--- src/hdl/rfes_pkg.sv ---
// Shared types and constants of the RTC fields to epoch seconds unit.
// Used by every module of the block; depends on nothing else.
package rfes_pkg;

   // Pipeline stages, in order from the request side.
   localparam int NUM_STAGES = 6;
   localparam int STG_DECODE = 0;
   localparam int STG_PREP   = 1;
   localparam int STG_YEAR   = 2;
   localparam int STG_DAYS   = 3;
   localparam int STG_SCALE  = 4;
   localparam int STG_OUT    = 5;

   // Widths: each intermediate fits its largest value; the epoch wraps modulo 2^33.
   localparam int EPOCH_W = 33;
   localparam int TOD_W   = 20;
   localparam int DAYS_W  = 17;
   localparam int YDAYS_W = 18;
   localparam int MDAYS_W = 13;
   localparam int YOE_W   = 9;
   localparam int MNUM_W  = 16;

   // Configuration register indexes.
   localparam int CSR_INDEX_W = 1;
   localparam logic [CSR_INDEX_W-1:0] REG_DATA_IS_BINARY = 1'b0;
   localparam logic [CSR_INDEX_W-1:0] REG_HOURS_24       = 1'b1;

   // Calendar constants.
   localparam int DAYS_PER_ERA      = 146097;
   localparam int EPOCH_DAY_OFFSET  = 719468;
   localparam int SECS_PER_DAY      = 86400;

   typedef struct packed {
      logic [NUM_STAGES-1:0] en;
      logic                  data_is_binary;
      logic                  hours_24;
   } pipe_ctl_type;

   typedef struct packed {
      logic [7:0] second;
      logic [7:0] minute;
      logic [7:0] hour;
      logic [7:0] day;
      logic [7:0] month;
      logic [7:0] year;
   } fields_type;

   typedef struct packed {
      logic [7:0]        second;
      logic [7:0]        minute;
      logic [7:0]        hour;
      logic [7:0]        day;
      logic              late_era;
      logic [YOE_W-1:0]  yoe;
      logic [MNUM_W-1:0] month_num;
   } prep_type;

   typedef struct packed {
      logic [TOD_W-1:0]   tod;
      logic [7:0]         day;
      logic               late_era;
      logic [YDAYS_W-1:0] year_days;
      logic [MDAYS_W-1:0] month_days;
   } year_type;

   typedef struct packed {
      logic [TOD_W-1:0]  tod;
      logic [DAYS_W-1:0] days;
   } days_type;

endpackage

--- src/hdl/rfes_field_decode.sv ---
// First two pipeline stages: BCD decode unless data is binary, then hour format
// conversion and the month/year preparation for the day count. Uses rfes_pkg.
module rfes_field_decode
   import rfes_pkg::*;
(
   input  logic         clock,
   input  pipe_ctl_type ctl,
   input  fields_type   raw,
   output prep_type     prep_ff
);

   localparam logic [7:0]       HOUR_NOON     = 8'd12;
   localparam logic [7:0]       HOURS_PER_DAY = 8'd24;
   localparam logic [16:0]      MOD24_RECIP   = 17'd683;
   localparam int               MOD24_SHIFT   = 14;
   localparam logic [YOE_W-1:0] YOE_ERA_WRAP  = 9'd399;

   fields_type        dec_in;
   fields_type        dec_ff;
   prep_type          prep_in;
   logic [7:0]        hour12;
   logic [7:0]        pm_sum;
   logic [16:0]       pm_prod;
   logic [2:0]        pm_quo;
   logic [7:0]        pm_hour;
   logic              early;
   logic [7:0]        month_shift;

   function automatic logic [7:0] bcd_byte(input logic [7:0] b);
      return 8'({4'b0, b[3:0]}) + 8'({4'b0, b[7:4]} * 8'd10);
   endfunction

   // Only bits 6..4 form the tens digit; bit 7 passes through as the PM flag.
   function automatic logic [7:0] bcd_hour(input logic [7:0] b);
      logic [6:0] low;
      low = 7'({3'b0, b[3:0]}) + 7'({4'b0, b[6:4]} * 7'd10);
      return {b[7], low};
   endfunction

   always_comb begin
      if (ctl.data_is_binary) begin
         dec_in = raw;
      end else begin
         dec_in.second = bcd_byte(raw.second);
         dec_in.minute = bcd_byte(raw.minute);
         dec_in.hour   = bcd_hour(raw.hour);
         dec_in.day    = bcd_byte(raw.day);
         dec_in.month  = bcd_byte(raw.month);
         dec_in.year   = bcd_byte(raw.year);
      end
   end

   always_ff @(posedge clock) begin
      if (ctl.en[STG_DECODE]) begin
         dec_ff <= dec_in;
      end
   end

   // 12-hour form: noon and midnight read as 12, so 12 folds to 0 before the
   // PM offset. The wrap at 24 uses a reciprocal multiply, exact below 140.
   always_comb begin
      hour12 = {1'b0, dec_ff.hour[6:0]};
      if (hour12 == HOUR_NOON) begin
         hour12 = '0;
      end
      pm_sum  = hour12 + HOUR_NOON;
      pm_prod = 17'(pm_sum) * MOD24_RECIP;
      pm_quo  = 3'(pm_prod >> MOD24_SHIFT);
      pm_hour = pm_sum - 8'({5'b0, pm_quo} * HOURS_PER_DAY);
   end

   always_comb begin
      prep_in.second = dec_ff.second;
      prep_in.minute = dec_ff.minute;
      prep_in.day    = dec_ff.day;
      if (ctl.hours_24) begin
         prep_in.hour = dec_ff.hour;
      end else if (dec_ff.hour[7]) begin
         prep_in.hour = pm_hour;
      end else begin
         prep_in.hour = hour12;
      end

      // Months are counted from March, so January and February belong to
      // the previous year.
      early       = (dec_ff.month <= 8'd2);
      month_shift = early ? (dec_ff.month + 8'd9) : (dec_ff.month - 8'd3);
      prep_in.month_num = MNUM_W'(16'(month_shift) * 16'd153) + 16'd2;

      // The year is 2000 plus the byte; only January or February of 2000
      // falls back into the previous era, as its last year.
      if ((dec_ff.year == 8'd0) && early) begin
         prep_in.late_era = 1'b0;
         prep_in.yoe      = YOE_ERA_WRAP;
      end else begin
         prep_in.late_era = 1'b1;
         prep_in.yoe      = {1'b0, dec_ff.year} - YOE_W'(early);
      end
   end

   always_ff @(posedge clock) begin
      if (ctl.en[STG_PREP]) begin
         prep_ff <= prep_in;
      end
   end

endmodule

--- src/hdl/rfes_day_count.sv ---
// Third and fourth pipeline stages: day offsets within the era and the month,
// time of day in seconds, then the day count since the epoch. Uses rfes_pkg.
module rfes_day_count
   import rfes_pkg::*;
(
   input  logic         clock,
   input  pipe_ctl_type ctl,
   input  prep_type     prep,
   output days_type     days_ff
);

   localparam logic [31:0] DIV5_RECIP   = 32'd52429;
   localparam int          DIV5_SHIFT   = 18;
   localparam logic [14:0] DIV100_RECIP = 15'd41;
   localparam int          DIV100_SHIFT = 12;
   // Era base with the minus one of the day of month folded in.
   localparam logic [19:0] BASE_LATE  = 20'(5 * DAYS_PER_ERA - EPOCH_DAY_OFFSET - 1);
   localparam logic [19:0] BASE_EARLY = 20'(4 * DAYS_PER_ERA - EPOCH_DAY_OFFSET - 1);

   year_type           year_in;
   year_type           year_ff;
   days_type           days_in;
   logic [31:0]        div5_prod;
   logic [14:0]        div100_prod;
   logic [2:0]         centuries;
   logic [YDAYS_W-1:0] year_lin;
   logic [19:0]        day_sum;

   // Both divisions by constants are reciprocal multiplies that are exact
   // over the value ranges reached here.
   always_comb begin
      div5_prod          = 32'(prep.month_num) * DIV5_RECIP;
      year_in.month_days = MDAYS_W'(div5_prod >> DIV5_SHIFT);

      div100_prod = 15'(prep.yoe) * DIV100_RECIP;
      centuries   = 3'(div100_prod >> DIV100_SHIFT);
      year_lin    = YDAYS_W'(prep.yoe) * YDAYS_W'(365);
      year_in.year_days = year_lin + YDAYS_W'(prep.yoe >> 2) - YDAYS_W'(centuries);

      year_in.tod = TOD_W'(prep.hour) * TOD_W'(3600) + TOD_W'(prep.minute) * TOD_W'(60)
                    + TOD_W'(prep.second);
      year_in.day      = prep.day;
      year_in.late_era = prep.late_era;
   end

   always_ff @(posedge clock) begin
      if (ctl.en[STG_YEAR]) begin
         year_ff <= year_in;
      end
   end

   // The true count always lies in 0 .. 2^17, so modular 20-bit arithmetic
   // with the early era's negative base gives it exactly.
   always_comb begin
      day_sum = (year_ff.late_era ? BASE_LATE : BASE_EARLY) + 20'(year_ff.year_days)
                + 20'(year_ff.month_days) + 20'(year_ff.day);
      days_in.days = day_sum[DAYS_W-1:0];
      days_in.tod  = year_ff.tod;
   end

   always_ff @(posedge clock) begin
      if (ctl.en[STG_DAYS]) begin
         days_ff <= days_in;
      end
   end

endmodule

--- src/hdl/rfes_sec_scale.sv ---
// Last two pipeline stages: days times seconds per day, then the time of day
// is added; the result is kept modulo 2^33. Uses rfes_pkg.
module rfes_sec_scale
   import rfes_pkg::*;
(
   input  logic               clock,
   input  pipe_ctl_type       ctl,
   input  days_type           days,
   output logic [EPOCH_W-1:0] epoch_ff
);

   logic [EPOCH_W:0]   scale_prod;
   logic [EPOCH_W-1:0] scaled_in;
   logic [EPOCH_W-1:0] scaled_ff;
   logic [TOD_W-1:0]   tod_ff;
   logic [EPOCH_W-1:0] epoch_in;

   always_comb begin
      scale_prod = (EPOCH_W + 1)'(days.days) * (EPOCH_W + 1)'(SECS_PER_DAY);
      scaled_in  = scale_prod[EPOCH_W-1:0];
   end

   always_ff @(posedge clock) begin
      if (ctl.en[STG_SCALE]) begin
         scaled_ff <= scaled_in;
         tod_ff    <= days.tod;
      end
   end

   assign epoch_in = scaled_ff + EPOCH_W'(tod_ff);

   always_ff @(posedge clock) begin
      if (ctl.en[STG_OUT]) begin
         epoch_ff <= epoch_in;
      end
   end

endmodule

--- src/hdl/rtc_fields_to_epoch_seconds_unit.sv ---
// Top level of the RTC fields to epoch seconds unit: configuration registers,
// pipeline valid/enable control and the three datapath modules. Uses rfes_pkg.
//
//   Channel  Direction  Handshake            Contents
//   req_     in         req_valid/req_stall  six raw clock bytes
//   rsp_     out        rsp_valid/rsp_stall  33-bit seconds since 1970
//   csr_     in         csr_valid/csr_ready  register index, write bit
//
// Six register stages; a new request is taken every cycle while req_stall is low.
// A stalled result holds in the output stage; empty stages further back keep
// filling, so req_stall rises only when every stage holds a request.
// Reset (synchronous) empties the pipeline and restores BCD, 24-hour mode.
module rtc_fields_to_epoch_seconds_unit
   import rfes_pkg::*;
(
   input  logic                   clock,
   input  logic                   reset,
   input  logic                   req_valid,
   output logic                   req_stall,
   input  logic [7:0]             req_raw_second,
   input  logic [7:0]             req_raw_minute,
   input  logic [7:0]             req_raw_hour,
   input  logic [7:0]             req_raw_day,
   input  logic [7:0]             req_raw_month,
   input  logic [7:0]             req_raw_year,
   output logic                   rsp_valid,
   input  logic                   rsp_stall,
   output logic [EPOCH_W-1:0]     rsp_epoch_seconds,
   input  logic                   csr_valid,
   output logic                   csr_ready,
   input  logic [CSR_INDEX_W-1:0] csr_index,
   input  logic                   csr_wdata
);

   logic                  cfg_binary_ff;
   logic                  cfg_hours24_ff;
   logic [NUM_STAGES-1:0] valid_ff;
   logic [NUM_STAGES-1:0] valid_in;
   logic [NUM_STAGES-1:0] en;
   pipe_ctl_type          ctl;
   fields_type            raw;
   prep_type              prep;
   days_type              days;

   assign csr_ready = 1'b1;

   always_ff @(posedge clock) begin
      if (reset) begin
         cfg_binary_ff  <= 1'b0;
         cfg_hours24_ff <= 1'b1;
      end else if (csr_valid) begin
         case (csr_index)
            REG_DATA_IS_BINARY: cfg_binary_ff  <= csr_wdata;
            REG_HOURS_24:       cfg_hours24_ff <= csr_wdata;
            default: ;
         endcase
      end
   end

   // A stage loads when it is empty or when the stage after it moves on.
   always_comb begin
      en[NUM_STAGES-1] = !valid_ff[NUM_STAGES-1] || !rsp_stall;
      for (int k = NUM_STAGES - 2; k >= 0; k--) begin
         en[k] = !valid_ff[k] || en[k+1];
      end
   end

   always_comb begin
      valid_in[0] = en[0] ? req_valid : valid_ff[0];
      for (int k = 1; k < NUM_STAGES; k++) begin
         valid_in[k] = en[k] ? valid_ff[k-1] : valid_ff[k];
      end
   end

   always_ff @(posedge clock) begin
      if (reset) begin
         valid_ff <= '0;
      end else begin
         valid_ff <= valid_in;
      end
   end

   assign req_stall = !en[0];
   assign rsp_valid = valid_ff[NUM_STAGES-1];

   assign ctl.en             = en;
   assign ctl.data_is_binary = cfg_binary_ff;
   assign ctl.hours_24       = cfg_hours24_ff;

   assign raw.second = req_raw_second;
   assign raw.minute = req_raw_minute;
   assign raw.hour   = req_raw_hour;
   assign raw.day    = req_raw_day;
   assign raw.month  = req_raw_month;
   assign raw.year   = req_raw_year;

   rfes_field_decode u_decode (
      .clock   (clock),
      .ctl     (ctl),
      .raw     (raw),
      .prep_ff (prep)
   );

   rfes_day_count u_day_count (
      .clock   (clock),
      .ctl     (ctl),
      .prep    (prep),
      .days_ff (days)
   );

   rfes_sec_scale u_sec_scale (
      .clock    (clock),
      .ctl      (ctl),
      .days     (days),
      .epoch_ff (rsp_epoch_seconds)
   );

endmodule

--- config.mk ---
export PLATFORM = sky130hd
export DESIGN_NAME = rtc_fields_to_epoch_seconds_unit
export DESIGN_NICKNAME = d
export VERILOG_FILES = /design/src/hdl/rfes_pkg.sv /design/src/hdl/rfes_field_decode.sv /design/src/hdl/rfes_day_count.sv /design/src/hdl/rfes_sec_scale.sv /design/src/hdl/rtc_fields_to_epoch_seconds_unit.sv
export SDC_FILE = /design/constraint.sdc
export NUM_CORES = 1
export LEC_CHECK = 0
export BUFFER_PORTS_ARGS = -buffer_cell sky130_fd_sc_hd__buf_4
export CORE_ASPECT_RATIO = 0.5
export CORE_MARGIN = 8
export CORE_UTILIZATION = 60
export CTS_CLUSTER_SIZE = 28
export DETAILED_ROUTE_END_ITERATION = 7
export MAX_ROUTING_LAYER = met4
export PLACE_DENSITY = 0.75
export SLEW_MARGIN = 15
export SYNTH_ARGS = -nofsm -noshare
export SYNTH_HDL_FRONTEND = slang
export SYNTH_SLANG_ARGS = --single-unit
--- constraint.sdc ---
create_clock -name clock -period 9.2 [get_ports clock]
set_input_delay 2.76 -clock clock [delete_from_list [all_inputs] [get_ports clock]]
set_output_delay 2.76 -clock clock [all_outputs]
set_load 0.05 [all_outputs]
After elaboration in Yosys (flattened, before gate mapping)
Cells that the tools add are included.
{"block": "totals", "register_bits": 289, "in_bits": 55, "out_inout_bits": 36, "wordCells": 94}
{"block": "classes", "n_addsub": 20, "multipliers": 15, "n_lt_le_gt_ge": 1, "eq_ne": 1, "mux": 7, "n_bitwise": 1, "reduce_logical": 18}
{"operator": "two-way mux 48 bit", "n": 1}
{"operator": "adder 4 x 8 -> 8 bit", "n": 5}
{"operator": "multiplier 4 x 3 -> 7 bit (second input constant)", "n": 5}
{"operator": "adder 33 x 20 -> 33 bit", "n": 1}
{"operator": "multiplier 8 x 8 -> 16 bit (second input constant)", "n": 2}
{"operator": "multiplier 16 x 16 -> 31 bit (second input constant)", "n": 1}
{"operator": "multiplier 17 x 10 -> 26 bit (second input constant)", "n": 1}
{"operator": "two-way mux 8 bit", "n": 3}
{"operator": "adder 20 x 14 -> 20 bit", "n": 1}
{"operator": "adder 20 x 8 -> 20 bit", "n": 1}
{"operator": "adder 17 x 13 -> 17 bit", "n": 1}
{"operator": "adder 17 bit", "n": 1}
{"operator": "adder 17 x 7 -> 17 bit", "n": 1}
{"operator": "adder 17 x 8 -> 17 bit", "n": 1}
{"operator": "multiplier 8 x 10 -> 17 bit (second input constant)", "n": 1}
{"operator": "multiplier 9 x 9 -> 17 bit (second input constant)", "n": 1}
{"operator": "two-way mux 17 bit", "n": 1}
{"operator": "subtractor 17 x 3 -> 17 bit", "n": 1}
{"operator": "adder 16 x 2 -> 16 bit (second input constant)", "n": 1}
{"operator": "multiplier 9 x 6 -> 15 bit (second input constant)", "n": 1}
{"operator": "multiplier 8 x 4 -> 12 bit (second input constant)", "n": 1}
{"operator": "two-way mux 10 bit", "n": 1}
{"operator": "subtractor 8 x 1 -> 9 bit", "n": 1}
{"operator": "adder 7 x 4 -> 8 bit (second input constant)", "n": 1}
{"operator": "other kinds (15)", "n": 28}

Logic depth before layout (Yosys ltp)
{"block": "logic_depth", "depth_word": 8, "mapped_depth": 34, "depth_no_buf": 34}

Cells and area by module
From an unflattened synthesis, not the netlist that was laid out.
{"block": "unflattened", "hier_cells": 2491, "hier_area_um2": 28187.0}
{"mod": "rfes_day_count", "n_inst": 1, "cells_per_inst": 1189, "area_per_inst_um2": 13534.2, "seq_area_each_um2": 2882.8}
{"mod": "rfes_field_decode", "n_inst": 1, "cells_per_inst": 743, "area_per_inst_um2": 8247.9, "seq_area_each_um2": 3183.1}
{"mod": "rfes_sec_scale", "n_inst": 1, "cells_per_inst": 522, "area_per_inst_um2": 6065.8, "seq_area_each_um2": 2372.3}
{"mod": "rtc_fields_to_epoch_seconds_unit", "n_inst": 1, "cells_per_inst": 37, "area_per_inst_um2": 339.1, "seq_area_each_um2": 160.2}

Least setup slack after synthesis
Ideal clock, no wire load.
{"block": "synth_timing", "path_kind": "input to output", "start": "input port rsp_stall", "end": "output port req_stall", "arrival_ps": 5214, "required_ps": 6440, "setup_slack_ps": 1226, "path_stages": 4, "n_path_buf": 0, "cell_sequence": "and3_1 -> and3_1 -> nand3_1 -> inv_1"}
{"block": "synth_via", "elab_chain_cells": 8}
{"item": "from (decl)", "line_no": "rtc_fields_to_epoch_seconds_unit.sv:27", "rtl": "input logic rsp_stall,"}
{"item": "zero test 1 bit", "line_no": "rtc_fields_to_epoch_seconds_unit.sv:62", "rtl": "en[NUM_STAGES-1] = !valid_ff[NUM_STAGES-1] || !rsp_stall;"}
{"item": "logical OR 1 bit", "line_no": "rtc_fields_to_epoch_seconds_unit.sv:62"}
{"item": "logical OR 1 bit (5 in series)", "line_no": "rtc_fields_to_epoch_seconds_unit.sv:64", "rtl": "en[k] = !valid_ff[k] || en[k+1];"}
{"item": "zero test 1 bit", "line_no": "rtc_fields_to_epoch_seconds_unit.sv:83", "rtl": "assign req_stall = !en[0];"}
{"item": "to (decl)", "line_no": "rtc_fields_to_epoch_seconds_unit.sv:19", "rtl": "output logic req_stall,"}
Every way passes these cells.

==> qor.yml <==
slew_headroom_pct: 44.38
ys_warn_count: 0
hold_path_class: "reg2reg"
die_h_um: 168.0
seqCellArea_um2: 8600
antenna_found_initial: 1
dieWidth_um: 319.9
clock_skew_ns: 0.02503
grt_pass1_vias: 17830
row_count: 55
synth.distinct_cells: 74
rsz0062_at_grt: "false"
grt_util_met1_pct: 24.93
synthArstFlopShare_pct: 0
grtUsageTotal_pct: 19.56
drc: 0
drive_gt1_share_pct: 6.759
syn-num-nets: 3301
fmax_mhz: 131.3
fp.coreArea_um2: 45420
nNetsFinal: 3413
ys_ff_latch: 289
synth_cells: 2469
viasPerCell: 5.284
clk_latency_ns: 0.59
grt_max_degree: 54
n_fill_cell: 3433
post-route-period-util_pct: 82.78
holdPathEnd: "u_day_count.days_ff[34]"
min_period_ns: 7.616
maxCapViolCount: 0
worst_ep_required_time_ns: 9.55
synth_edf_count: 281
startpoint: "u_decode.dec_ff[26]"
worstSetupPathType: "reg2reg"
multi_input_area_um2: 17110
outcome: "completed"
io_pins: 91
grt_pass1_wl_um: 85160
cp_slowest_cell: "o21ai_0"
r2r_slack_ns: 1.58
hold_violations: 0
vias: 16920
drtIter0Drc: 921
hold_path.startpoint: "u_day_count.days_in[34]"
rr_worst_depth: 29
min_path_cells: 0
initial_utilization_pct: 61.02
io_buffers: 89
cts_tree: "built"
cts.clk_slew.worst_paths_ns: 0.07
avgSynthCellArea_um2: 11.22
finalSetupViolCount: 0
cp-end-kind: "flop"
ctsHoldBuffers: 0
drv_slew: 0
netlist_area_um2: 27710
start_kind: "flop"
wirelength_um: 50010
cts_buffers: 29
post_cts_resized: 0
synth-main-ff-cell: "edfxtp_1"
post_cts_buffers: 0
crit_fanout: 10
use_met2_pct: 33.20
design.die.area_um2: 53740
grtUsageMet3_pct: 2.800
htree_num_levels: 1
fin_setup_tns_ns: 0
crit_top_cell: "ha_1"
ctsRootBufferMaster: "clkbuf_16"
worstPathArrival_ns: 7.96
cts_buffer_depth: 3
yosysSeqAreaShare_pct: 31.02
first_pass_iters: 5
grt_busiest_layer: "met2"
r2r_end: "u_decode.prep_ff[41]"
r2r-start: "u_decode.dec_ff[26]"
worstMarginPinSlew_ns: 0.8326
post_drt_wl_per_cell_um: 15.62
diodes: 0
grt_overflow: 0
syn_to_final_growth_pct: 8.627
gp_congestion: 0.9039
clock_sinks: 289
critPathMaxStageDelay_ns: 0.65
drtAntennaViolNets: 0
hpwl_um: 42010
-- logic make-up after synthesis --
logic type / after synthesis / share of synthesized area (%)
flops: 289 / 31.02
buf+inv: 536 / 7.278
compound gates: 323 / 7.580
simple gates: 333 / 5.837
mux: 15 / 0.5779
fa+ha+maj: 777 / 41.53
other cells: 1 / 0.01353
xor+xnor: 195 / 6.163
-- layer usage --
metal	vias up	wire length, um
met4	0	1180
met1	8096	23200
li1	8518	-
met5	-	0
met2	228	23730
met3	76	1890
-- metrics by stage --
step | cells | setup slack, ns | hold WS [ns] | utilization, % | area (um^2)
6_report | 3202 | 1.584 | 0.4126 | 66.28 | 30110
5_1_grt | 3202 | 1.008 | 0.4257 | 66.28 | 30110
4_1_cts | 3202 | 1.582 | 0.4145 | 66.28 | 30110
3_5_place_dp | 3148 | 1.586 | 0.4045 | 64.14 | 29130
3_3_place_gp | 3148 | 1.895 | 0.4001 | 64.14 | 29130
2_1_floorplan | 2469 | 1.226 | 0.4003 | - | 27710
-- how the worst max path moves through the flow --
stage | end | slack, ns | cells past startpoint
finish | u_decode.prep_ff[41] | 1.58 | 29
global route | u_decode.prep_ff[41] | 1.01 | 30
CTS | u_decode.prep_ff[41] | 1.58 | 29
detailed placement | u_decode.prep_ff[41] | 1.59 | 29
global placement | u_decode.prep_ff[41] | 1.90 | 29
floorplan | req_stall | 1.23 | 4
-- synth_stat cells, drive strengths merged (5+ instances only) --
cell,n,area share (%)
o31ai,8,0.23
nand2b,25,0.56
ha,539,24
fa,238,17
xor2,61,1.9
edfxtp,281,30
a21o,33,0.89
o21ai,81,1.5
xnor2,134,4.2
a2111oi,5,0.27
o41ai,5,0.28
or3,10,0.23
a31oi,9,0.23
nor3,27,0.49
o21bai,22,0.60
dfxtp,8,0.58
o21a,12,0.33
nand3,32,0.61
and3,10,0.23
nand4,9,0.23
clkbuf,12,0.16
nand2,86,1.2
a21boi,8,0.22
and2,9,0.20
nor2b,25,0.59
a211oi,18,0.52
mux2i,7,0.25
mux2,8,0.33
nor2,86,1.2
a21oi,101,1.8
inv,521,7.1
-- worst max-delay path, delay by kind of cell, from the launching register on --
kind,cells,cell delay [ns]
compound gates,12,2.53
flops,1,0.52
buf+inv,2,0.15
simple gates,3,0.47
fa+ha+maj,8,3.04
xor+xnor,4,0.68
-- layout make-up --
cell class	instances	area share, %
Clock buffer	34	2.539
Clock inverter	20	0.6982
Inverter	521	6.496
Multi-Input combinational cell	1644	56.82
Sequential cell	289	28.56
Tap cell	598	2.485
Timing Repair Buffer	96	2.394
-- registers in the layout, summed over array words and instances (netlist names) --
register / count
cfg_binary_ff: 1
cfg_hours24_ff: 1
u_day_count.days_ff: 37
u_day_count.days_in: 20
u_day_count.year_ff: 39
u_decode.dec_ff: 48
u_decode.prep_ff: 58
u_sec_scale.epoch_ff: 33
u_sec_scale.scaled_ff: 26
u_sec_scale.tod_ff: 20
valid_ff: 6
-- cells in the final DEF (no fill, tap or decap), types with 8 or more instances in the layout --
| cell | instances |
|---|---|
| or3_1 | 10 |
| o21ai_0 | 76 |
| xnor2_1 | 134 |
| o21bai_1 | 22 |
| nor2_1 | 86 |
| nor2b_1 | 24 |
| a211oi_1 | 16 |
| a21oi_1 | 100 |
| a21o_1 | 33 |
| nand2b_1 | 25 |
| nor3_1 | 27 |
| buf_4 | 96 |
| and2_1 | 9 |
| o21a_1 | 12 |
| fa_1 | 238 |
| nand4_1 | 8 |
| nand3_1 | 29 |
| a31oi_1 | 8 |
| and3_1 | 10 |
| xor2_1 | 61 |
| clkbuf_16 | 29 |
| ha_1 | 539 |
| inv_1 | 520 |
| mux2_2 | 8 |
| edfxtp_1 | 281 |
| nand2_1 | 85 |
Power is not shown: default switching activity piles up to over one toggle a cycle in this logic, so the estimate is an artifact.
